--- config.mk ---
export PLATFORM = sky130hd
export DESIGN_NAME = encoder_velocity_filter_top_flat
export DESIGN_NICKNAME = d
export VERILOG_FILES = /design/src/rtl/core/evf_pkg.sv /design/src/rtl/core/evf_in_if.sv /design/src/rtl/core/evf_out_if.sv /design/src/rtl/core/encoder_velocity_filter_top.sv /design/src/flat_wrapper.sv
export SDC_FILE = /design/constraint.sdc
export NUM_CORES = 2
export LEC_CHECK = 0
export BUFFER_PORTS_ARGS = -buffer_cell sky130_fd_sc_hd__buf_2
export CAP_MARGIN = 20
export CORE_MARGIN = 5
export CORE_UTILIZATION = 25
export CTS_CLUSTER_DIAMETER = 30
export DETAILED_ROUTE_END_ITERATION = 16
export PLACE_DENSITY = 0.45
export SYNTH_ARGS = -nofsm -noshare
export SYNTH_HDL_FRONTEND = slang
export SYNTH_SLANG_ARGS = --single-unit
--- constraint.sdc ---
create_clock -name i_clk -period 14.55 [get_ports i_clk]
set_input_delay 1.455 -clock i_clk [delete_from_list [all_inputs] [get_ports i_clk]]
set_output_delay 1.455 -clock i_clk [all_outputs]
set_load 0.02 [all_outputs]
--- src/rtl/core/evf_pkg.sv ---
`timescale 1ns / 1ps
// ============================================================================
// evf_pkg
// Shared types, register indexes and helpers of the encoder velocity filter.
// ============================================================================
package evf_pkg;

    localparam int TS_W       = 32;
    localparam int CNT_W      = 16;
    localparam int WORD_W     = 32;
    localparam int CFG_IDX_W  = 2;
    localparam int CFG_DATA_W = 16;
    localparam int CPR_W      = 16;
    localparam int COEF_W     = 10;

    typedef logic [TS_W-1:0]         t_ts;
    typedef logic [CNT_W-1:0]        t_cnt;
    typedef logic signed [WORD_W-1:0] t_word;
    typedef logic [CFG_IDX_W-1:0]    t_cfg_idx;
    typedef logic [CFG_DATA_W-1:0]   t_cfg_data;
    typedef logic [CPR_W-1:0]        t_cpr;
    typedef logic [COEF_W-1:0]       t_coef;

    // configuration register indexes
    localparam t_cfg_idx CFG_COUNTS_PER_REV = 2'd0;
    localparam t_cfg_idx CFG_FILTER_NUM     = 2'd1;
    localparam t_cfg_idx CFG_FILTER_DEN     = 2'd2;

    // register reset values
    localparam t_cpr  CPR_RESET  = 16'd2048;
    localparam t_coef FNUM_RESET = 10'd1;
    localparam t_coef FDEN_RESET = 10'd10;

    localparam logic signed [32:0] MS_PER_MIN = 33'sd60000;

    // clamp a 45-bit signed quotient to the signed 32-bit range
    function automatic t_word sat32(input logic signed [44:0] v);
        t_word res;
        if (v > 45'sd2147483647) begin
            res = 32'sh7FFF_FFFF;
        end else if (v < -45'sd2147483648) begin
            res = 32'sh8000_0000;
        end else begin
            res = v[31:0];
        end
        return res;
    endfunction

endpackage

--- src/rtl/core/evf_in_if.sv ---
`timescale 1ns / 1ps
// ============================================================================
// evf_in_if
// Input channel: one encoder sample per transfer.
// ============================================================================
interface evf_in_if import evf_pkg::*; ();
    logic valid;
    logic ready;
    t_ts  timestamp_ms;
    t_cnt encoder_count;

    modport source(output valid, output timestamp_ms, output encoder_count, input ready);
    modport sink(input valid, input timestamp_ms, input encoder_count, output ready);
endinterface

--- src/rtl/core/evf_out_if.sv ---
`timescale 1ns / 1ps
// ============================================================================
// evf_out_if
// Result channel: filtered and instant speed plus counter clear request.
// ============================================================================
interface evf_out_if import evf_pkg::*; ();
    logic  valid;
    logic  ready;
    t_word rpm_filtered;
    t_word rpm_instant;
    logic  clear_counter;

    modport source(output valid, output rpm_filtered, output rpm_instant,
                   output clear_counter, input ready);
    modport sink(input valid, input rpm_filtered, input rpm_instant,
                 input clear_counter, output ready);
endinterface

--- src/rtl/core/encoder_velocity_filter_top.sv ---
`timescale 1ns / 1ps
// ============================================================================
// encoder_velocity_filter_top
// Encoder speed estimator with IIR low-pass, built on one shared multiplier
// and one shared restoring divider run by a small sequencer.
// ============================================================================
// Path: a first item, zero time step or zero counts_per_rev go from the check
// step to the output; else the rpm division and, with nonzero filter_den,
// the filter division run. The shared divider runs 31 rpm and 44 filter steps;
// input is ready only while the sequencer is idle, so one item is in at a time.
// Reset (i_rst_n low, synchronous): registers return to 2048 / 1 / 10, filter
// state and last timestamp clear, the next item is treated as the first.
// ============================================================================
module encoder_velocity_filter_top import evf_pkg::*; (
    input  logic            i_clk,
    input  logic            i_rst_n,
    evf_in_if.sink          i_item,
    evf_out_if.source       o_result,
    input  logic            i_cfg_we,
    input  t_cfg_idx        i_cfg_idx,
    input  t_cfg_data       i_cfg_data
);

    // sequencer states, one-hot
    typedef enum logic [10:0] {
        S_IDLE = 11'b000_0000_0001,  // wait for an input transfer
        S_CHK  = 11'b000_0000_0010,  // first item / zero dt / zero cpr
        S_MDEN = 11'b000_0000_0100,  // mult: counts_per_rev * dt
        S_MNUM = 11'b000_0000_1000,  // mult: enc * 60000
        S_DLD  = 11'b000_0001_0000,  // load divider (magnitude, sign)
        S_DIV  = 11'b000_0010_0000,  // one quotient bit per cycle
        S_QUO  = 11'b000_0100_0000,  // apply sign, pick next step
        S_MA   = 11'b000_1000_0000,  // mult: filter_num * rpm
        S_MB   = 11'b001_0000_0000,  // mult: (den - num) * filt
        S_ADD  = 11'b010_0000_0000,  // sum both filter products
        S_FIN  = 11'b100_0000_0000   // hand result to output register
    } t_state;

    localparam int DQ_W   = 44;   // divider dividend/quotient width
    localparam int DV_W   = 48;   // divisor width (cpr * dt)
    localparam int RPM_W  = 31;   // rpm dividend magnitude width
    localparam int DCNT_W = 6;

    t_state r_state, n_state;

    // configuration
    t_cpr  r_cpr;
    t_coef r_fnum, r_fden;

    // block state
    logic  r_started;
    t_ts   r_last;
    t_word r_filt;

    // item working registers
    t_ts   r_ts;
    t_cnt  r_cnt;
    t_ts   r_dt;
    t_word r_rpm;
    logic  r_phase;             // 0: rpm division, 1: filter division

    // shared multiplier
    logic signed [16:0] mul_a;
    logic signed [32:0] mul_b;
    logic signed [49:0] r_prod;
    logic signed [49:0] r_acc;

    // shared divider
    logic [DQ_W-1:0]   r_q;
    logic [DV_W-1:0]   r_rem;
    logic [DV_W-1:0]   r_div;
    logic              r_neg;
    logic [DCNT_W-1:0] r_dcnt;

    // staged result and output register
    t_word r_res_filt, r_res_inst;
    logic  r_res_clr;
    logic  r_out_valid;
    t_word r_out_filt, r_out_inst;
    logic  r_out_clr;

    logic                 in_xfer;
    logic                 out_free;
    logic signed [15:0]   enc;
    logic signed [10:0]   w_old;
    logic signed [49:0]   div_src;
    logic [49:0]          div_mag;
    logic [DV_W:0]        rem_sh;
    logic                 rem_ge;
    logic signed [44:0]   q_signed;
    t_word                q_sat;
    t_ts                  dt_now;

    assign i_item.ready = (r_state == S_IDLE);
    assign in_xfer      = i_item.valid && i_item.ready;
    assign out_free     = !r_out_valid || o_result.ready;

    assign o_result.valid         = r_out_valid;
    assign o_result.rpm_filtered  = r_out_filt;
    assign o_result.rpm_instant   = r_out_inst;
    assign o_result.clear_counter = r_out_clr;

    // count negated as 16-bit two's complement (0x8000 stays -32768)
    assign enc    = $signed(16'(~r_cnt + 16'd1));
    assign w_old  = $signed(11'({1'b0, r_fden} - {1'b0, r_fnum}));
    assign dt_now = r_ts - r_last;

    // ---------------- shared multiplier operand select ----------------
    always_comb begin
        mul_a = '0;
        mul_b = '0;
        case (r_state)
            S_MDEN: begin
                mul_a = $signed({1'b0, r_cpr});
                mul_b = $signed({1'b0, r_dt});
            end
            S_MNUM: begin
                mul_a = {enc[15], enc};
                mul_b = MS_PER_MIN;
            end
            S_MA: begin
                mul_a = $signed({7'b0, r_fnum});
                mul_b = {r_rpm[31], r_rpm};
            end
            S_MB: begin
                mul_a = {{6{w_old[10]}}, w_old};
                mul_b = {r_filt[31], r_filt};
            end
            default: begin
                mul_a = '0;
                mul_b = '0;
            end
        endcase
    end

    // ---------------- divider datapath ----------------
    assign div_src  = r_phase ? r_acc : r_prod;
    assign div_mag  = div_src[49] ? 50'(50'd0 - div_src) : div_src;
    assign rem_sh   = {r_rem, r_q[DQ_W-1]};
    assign rem_ge   = rem_sh >= {1'b0, r_div};
    assign q_signed = r_neg ? $signed(45'(45'd0 - {1'b0, r_q})) : $signed({1'b0, r_q});
    assign q_sat    = sat32(q_signed);

    // ---------------- sequencer ----------------
    always_comb begin
        n_state = r_state;
        case (r_state)
            S_IDLE: if (in_xfer) begin
                n_state = S_CHK;
            end
            S_CHK: begin
                if (!r_started || dt_now == '0 || r_cpr == '0) begin
                    n_state = S_FIN;
                end else begin
                    n_state = S_MDEN;
                end
            end
            S_MDEN: n_state = S_MNUM;
            S_MNUM: n_state = S_DLD;
            S_DLD:  n_state = S_DIV;
            S_DIV: if (r_dcnt == DCNT_W'(1)) begin
                n_state = S_QUO;
            end
            S_QUO: begin
                if (r_phase || r_fden == '0) begin
                    n_state = S_FIN;
                end else begin
                    n_state = S_MA;
                end
            end
            S_MA:  n_state = S_MB;
            S_MB:  n_state = S_ADD;
            S_ADD: n_state = S_DLD;
            S_FIN: if (out_free) begin
                n_state = S_IDLE;
            end
            default: n_state = S_IDLE;
        endcase
    end

    always_ff @(posedge i_clk) begin
        if (!i_rst_n) begin
            r_state     <= S_IDLE;
            r_cpr       <= CPR_RESET;
            r_fnum      <= FNUM_RESET;
            r_fden      <= FDEN_RESET;
            r_started   <= 1'b0;
            r_last      <= '0;
            r_filt      <= '0;
            r_out_valid <= 1'b0;
            r_phase     <= 1'b0;
            r_dcnt      <= '0;
        end else begin
            r_state <= n_state;

            // configuration writes; indexes past the list are ignored
            if (i_cfg_we) begin
                case (i_cfg_idx)
                    CFG_COUNTS_PER_REV: r_cpr  <= i_cfg_data;
                    CFG_FILTER_NUM:     r_fnum <= i_cfg_data[COEF_W-1:0];
                    CFG_FILTER_DEN:     r_fden <= i_cfg_data[COEF_W-1:0];
                    default: ;
                endcase
            end

            case (r_state)
                S_CHK: begin
                    r_last <= r_ts;
                    if (!r_started) begin
                        r_started <= 1'b1;
                        r_filt    <= '0;
                    end
                end
                S_DLD: begin
                    r_dcnt <= r_phase ? DCNT_W'(DQ_W) : DCNT_W'(RPM_W);
                end
                S_DIV: begin
                    r_dcnt <= r_dcnt - DCNT_W'(1);
                end
                S_QUO: begin
                    if (r_phase) begin
                        r_filt <= q_sat;
                    end else if (r_fden == '0) begin
                        r_filt <= q_sat;
                    end
                    r_phase <= 1'b0;
                end
                S_ADD: begin
                    r_phase <= 1'b1;
                end
                default: ;
            endcase

            // output register: load from FIN, drop on a completed transfer
            if (r_state == S_FIN && out_free) begin
                r_out_valid <= 1'b1;
            end else if (o_result.ready) begin
                r_out_valid <= 1'b0;
            end
        end
    end

    // payload registers, no reset
    always_ff @(posedge i_clk) begin
        r_prod <= 50'(mul_a) * 50'(mul_b);

        if (in_xfer) begin
            r_ts  <= i_item.timestamp_ms;
            r_cnt <= i_item.encoder_count;
        end

        case (r_state)
            S_CHK: begin
                r_dt <= dt_now;
                if (!r_started) begin
                    r_res_filt <= '0;
                    r_res_inst <= '0;
                    r_res_clr  <= 1'b1;
                end else begin
                    // zero dt holds and skips the clear; zero cpr holds and clears
                    r_res_filt <= r_filt;
                    r_res_inst <= '0;
                    r_res_clr  <= (dt_now != '0);
                end
            end
            S_MNUM: begin
                r_div <= r_prod[DV_W-1:0];
            end
            S_DLD: begin
                r_neg <= div_src[49];
                r_rem <= '0;
                if (r_phase) begin
                    r_q <= div_mag[DQ_W-1:0];
                end else begin
                    // left-align so 31 steps leave the quotient in the low bits
                    r_q <= {div_mag[RPM_W-1:0], {(DQ_W-RPM_W){1'b0}}};
                end
            end
            S_DIV: begin
                r_rem <= rem_ge ? DV_W'(rem_sh - {1'b0, r_div}) : rem_sh[DV_W-1:0];
                r_q   <= {r_q[DQ_W-2:0], rem_ge};
            end
            S_QUO: begin
                r_res_clr <= 1'b1;
                if (r_phase) begin
                    r_res_filt <= q_sat;
                    r_res_inst <= r_rpm;
                end else begin
                    r_rpm      <= q_sat;
                    r_res_filt <= q_sat;
                    r_res_inst <= q_sat;
                end
            end
            S_MB: begin
                r_acc <= r_prod;
            end
            S_ADD: begin
                r_acc <= r_acc + r_prod;
                r_div <= DV_W'(r_fden);
            end
            default: ;
        endcase

        if (r_state == S_FIN && out_free) begin
            r_out_filt <= r_res_filt;
            r_out_inst <= r_res_inst;
            r_out_clr  <= r_res_clr;
        end
    end

`ifndef SYNTHESIS
    // an accepted item always starts at the check step
    a_accept_to_chk: assert property (@(posedge i_clk) disable iff (!i_rst_n)
        in_xfer |=> r_state == S_CHK)
        else $error("sequencer did not leave idle on input transfer");

    // restoring divider keeps its partial remainder below the divisor
    a_rem_bound: assert property (@(posedge i_clk) disable iff (!i_rst_n)
        r_state == S_DIV |-> r_rem < r_div)
        else $error("divider remainder not below divisor");

    // the divider is never entered with an exhausted step count
    a_div_count: assert property (@(posedge i_clk) disable iff (!i_rst_n)
        r_state == S_DIV |-> r_dcnt != '0)
        else $error("divider running with zero step count");

    // rpm quotient fits in 31 bits
    a_rpm_fits: assert property (@(posedge i_clk) disable iff (!i_rst_n)
        (r_state == S_QUO && !r_phase) |-> r_q[DQ_W-1:RPM_W] == '0)
        else $error("rpm quotient overflowed");
`endif

endmodule

--- src/flat_wrapper.sv ---
// flat-port wrapper written by rule: the top's interface ports become plain ports
module encoder_velocity_filter_top_flat import evf_pkg::*;
  (i_clk, i_rst_n, i_cfg_we, i_cfg_idx, i_cfg_data, i_item_valid, i_item_timestamp_ms, i_item_encoder_count, i_item_ready, o_result_valid, o_result_rpm_filtered, o_result_rpm_instant, o_result_clear_counter, o_result_ready);
  evf_in_if i_item_i ();
  evf_out_if o_result_i ();
  input  logic i_clk;
  input  logic i_rst_n;
  input  logic i_cfg_we;
  input  t_cfg_idx i_cfg_idx;
  input  t_cfg_data i_cfg_data;
  input wire logic [$bits(i_item_i.valid)-1:0] i_item_valid;
  input wire logic [$bits(i_item_i.timestamp_ms)-1:0] i_item_timestamp_ms;
  input wire logic [$bits(i_item_i.encoder_count)-1:0] i_item_encoder_count;
  output wire logic [$bits(i_item_i.ready)-1:0] i_item_ready;
  output wire logic [$bits(o_result_i.valid)-1:0] o_result_valid;
  output wire logic [$bits(o_result_i.rpm_filtered)-1:0] o_result_rpm_filtered;
  output wire logic [$bits(o_result_i.rpm_instant)-1:0] o_result_rpm_instant;
  output wire logic [$bits(o_result_i.clear_counter)-1:0] o_result_clear_counter;
  input wire logic [$bits(o_result_i.ready)-1:0] o_result_ready;
  assign i_item_i.valid = i_item_valid;
  assign i_item_i.timestamp_ms = i_item_timestamp_ms;
  assign i_item_i.encoder_count = i_item_encoder_count;
  assign i_item_ready = i_item_i.ready;
  assign o_result_valid = o_result_i.valid;
  assign o_result_rpm_filtered = o_result_i.rpm_filtered;
  assign o_result_rpm_instant = o_result_i.rpm_instant;
  assign o_result_clear_counter = o_result_i.clear_counter;
  assign o_result_i.ready = o_result_ready;
  encoder_velocity_filter_top u_core (.i_clk(i_clk), .i_rst_n(i_rst_n), .i_item(i_item_i), .o_result(o_result_i), .i_cfg_we(i_cfg_we), .i_cfg_idx(i_cfg_idx), .i_cfg_data(i_cfg_data));
endmodule
==> metrics <==
I/O Pins 138; PostCTS Resize Cnt 0; Skew-Pair Late Insertion Delay 800 ps; pin count of the biggest net entering global routing 90; Syn Inst Count 5679; Chip Height 470 um; nets 6651; all-layer global routing usage 0.168; Reg clk slew, reported paths 40 ps; status finished, final reports clean; DRC 0; share of layout cells above drive strength 1 0.0917; Slew Limit Headroom 0.167; Max Freq 94.9 MHz; Yosys warnings 0; PwrDens 96.6 mW/mm2; CTS tree built; total vias in the final route 41.7k; leak pwr 26.9 nW; port bufs 137; setup_tns 0 ps; Inserted Clock Buffers 170; min Tclk post-route 10530 ps; design area 0.0628 mm2; dpl cells 8413; WL met3 9360 um; routed wl met2 88500 um; sequential fraction of the synthesis area 0.310; Detailed Route WL 189000 um; area of the mapped netlist 0.0529 mm2; ys flop type edfxtp_1; number of synthesized flops with an enable pin 433; total gr overflow 0; DP Area 0.0568 mm2; period utilisation layout 0.724; initial core utilization 0.252; TritonCTS Sinks 603; fin cells 8738; first-pass GRT wire length 282000 um; met1 WL 82900 um; commonest non-fill, non-tap cell in the layout inv_1; wire per inst 21.6 um; Hold Crit Class flip-flop to flip-flop; HPWL after DPL 149000 um; most frequent cells in the layout inv_1, nand2_1, nor2_1; nature of the critical path endpoint flip-flop; measured slew at the worst slew-check pin 1250 ps; chip width 470 um; Synth Net Count 6550; Synth Register Bits 603; worst path arrival time 11190 ps; Post-CTS Setup Inserts 0; clk_skew 74.3 ps; peak supply drop 126 uV; RePlAce Congestion 0.950; Max Cap Violations 0; Final Hold Fails 0; Async SR Flop Fraction 0; Worst path max stage delay 770 ps; Final Setup Violations 0; Rows 168; full die area 0.221 mm2; Setup CP Type flip-flop to flip-flop; total power 6.07 mW; RSZ-0062 raised after global routing no; Worst Path Max Fanout 28; Final Worst Setup Slack 4020 ps; First DRT Iteration DRCs 3118; post-detailed-route count of antenna-violating nets 0; Synth area leader edfxtp_1; top cell type's share of synthesized area 0.246; syn_area_per_cell 9.32 um2; Place WS 4190 ps; vias in the first global route 42.6k; hold buffers post-CTS 0; dominant cells by area after synthesis edfxtp_1, fa_1, dfxtp_1; Slowest cell on crit path o41ai_1; initial antenna violation count 17; CTS H-tree lvls 4; Top Metal Used met5; Initial DRT Pass Iterations 6; Synth-to-Final Area Change 18.7%; max-slew violations 0; Root Buffer clkbuf_16; Top cell by count, worst path fa_1; CTS max path bufs 3; Vias/cell 4.77; core area 0.210 mm2; unique cell type count in the Yosys netlist 85; CP required 15210 ps; Startpoint Class flip-flop
==> registers in the layout (all words and copies together), names as in the netlist, 44 cells and up <==
register,count
u_core.r_q,44
u_core.r_div,48
u_core.r_prod,50
u_core.r_acc,50
u_core.r_rem,48
==> layer usage <==
| metal | global-route usage | up-vias |
|---|---|---|
| met5 | 0 | - |
| met1 | 0.222 | 20884 |
| met3 | 0.0258 | 300 |
| met4 | 0.0706 | 4 |
| met2 | 0.276 | 1226 |
| li1 | - | 19262 |
==> kinds of logic after synthesis <==
family | count (synthesis) | share of synthesized area
AND/OR/NAND/NOR | 1781 | 0.153
AO/OA/AOI/OAI | 1115 | 0.138
adder cells (fa/ha/maj) | 800 | 0.266
XOR/XNOR | 304 | 0.0503
multiplexers | 49 | 0.00932
flip-flops | 603 | 0.310
buffers and inverters | 1027 | 0.0737
==> synth_stat cells, types with 137 or more instances <==
library cell,n
dfxtp_1,170
xor2_1,139
nand2_1,656
nor2_1,582
a21o_1,137
ha_1,260
fa_1,540
xnor2_1,165
clkbuf_1,241
a21oi_1,291
o21ai_0,231
inv_1,753
edfxtp_1,433
==> critical path: cells and delay by family, from the launching register on <==
kind	cells	cell delay, ps
AOI/OAI and AO/OA	16	3970
adders and majority gates	9	4110
and+or+nand+nor	6	1060
buffers and inverters	7	680
DFF	1	400
xor gates and xnor gates	1	150
==> area by class of cell <==
type,count,area [um2]
antenna,9,22.5
clock buffer,205,4510
clock inverter,111,1500
fill,21967,147000
inverter,754,2830
multi-input combinational,4049,32900
sequential,603,16400
tap,2805,3510
timing repair buffer,202,1190
==> power by group <==
| part | internal [mW] | total, mW | switching (mW) |
|---|---|---|---|
| Sequential | 1.90 | 1.95 | 0.0449 |
| Combinational | 0.107 | 0.319 | 0.212 |
| Clock | 2.60 | 3.81 | 1.20 |
==> stage by stage <==
stage          hold WS, ps  utilization
2_1_floorplan          400            -
3_3_place_gp           406        0.270
3_5_place_dp           405        0.270
4_1_cts                410        0.299
5_1_grt                416        0.299
6_report               410        0.299
==> worst paths after layout <==
check / from / endpoint / cells after the start / slack (ps)
worst max-delay path: u_core.r_fnum[0] / u_core.r_prod[46] / 39 / 4020
worst min-delay path: u_core.r_res_filt[5] / u_core.o_result.rpm_filtered[5] / 0 / 410
worst max register to register: u_core.r_fnum[0] / u_core.r_prod[46] / 39 / 4020
worst min register to register: u_core.r_res_filt[5] / u_core.o_result.rpm_filtered[5] / 0 / 410
(Power assumes the default switching activity.)
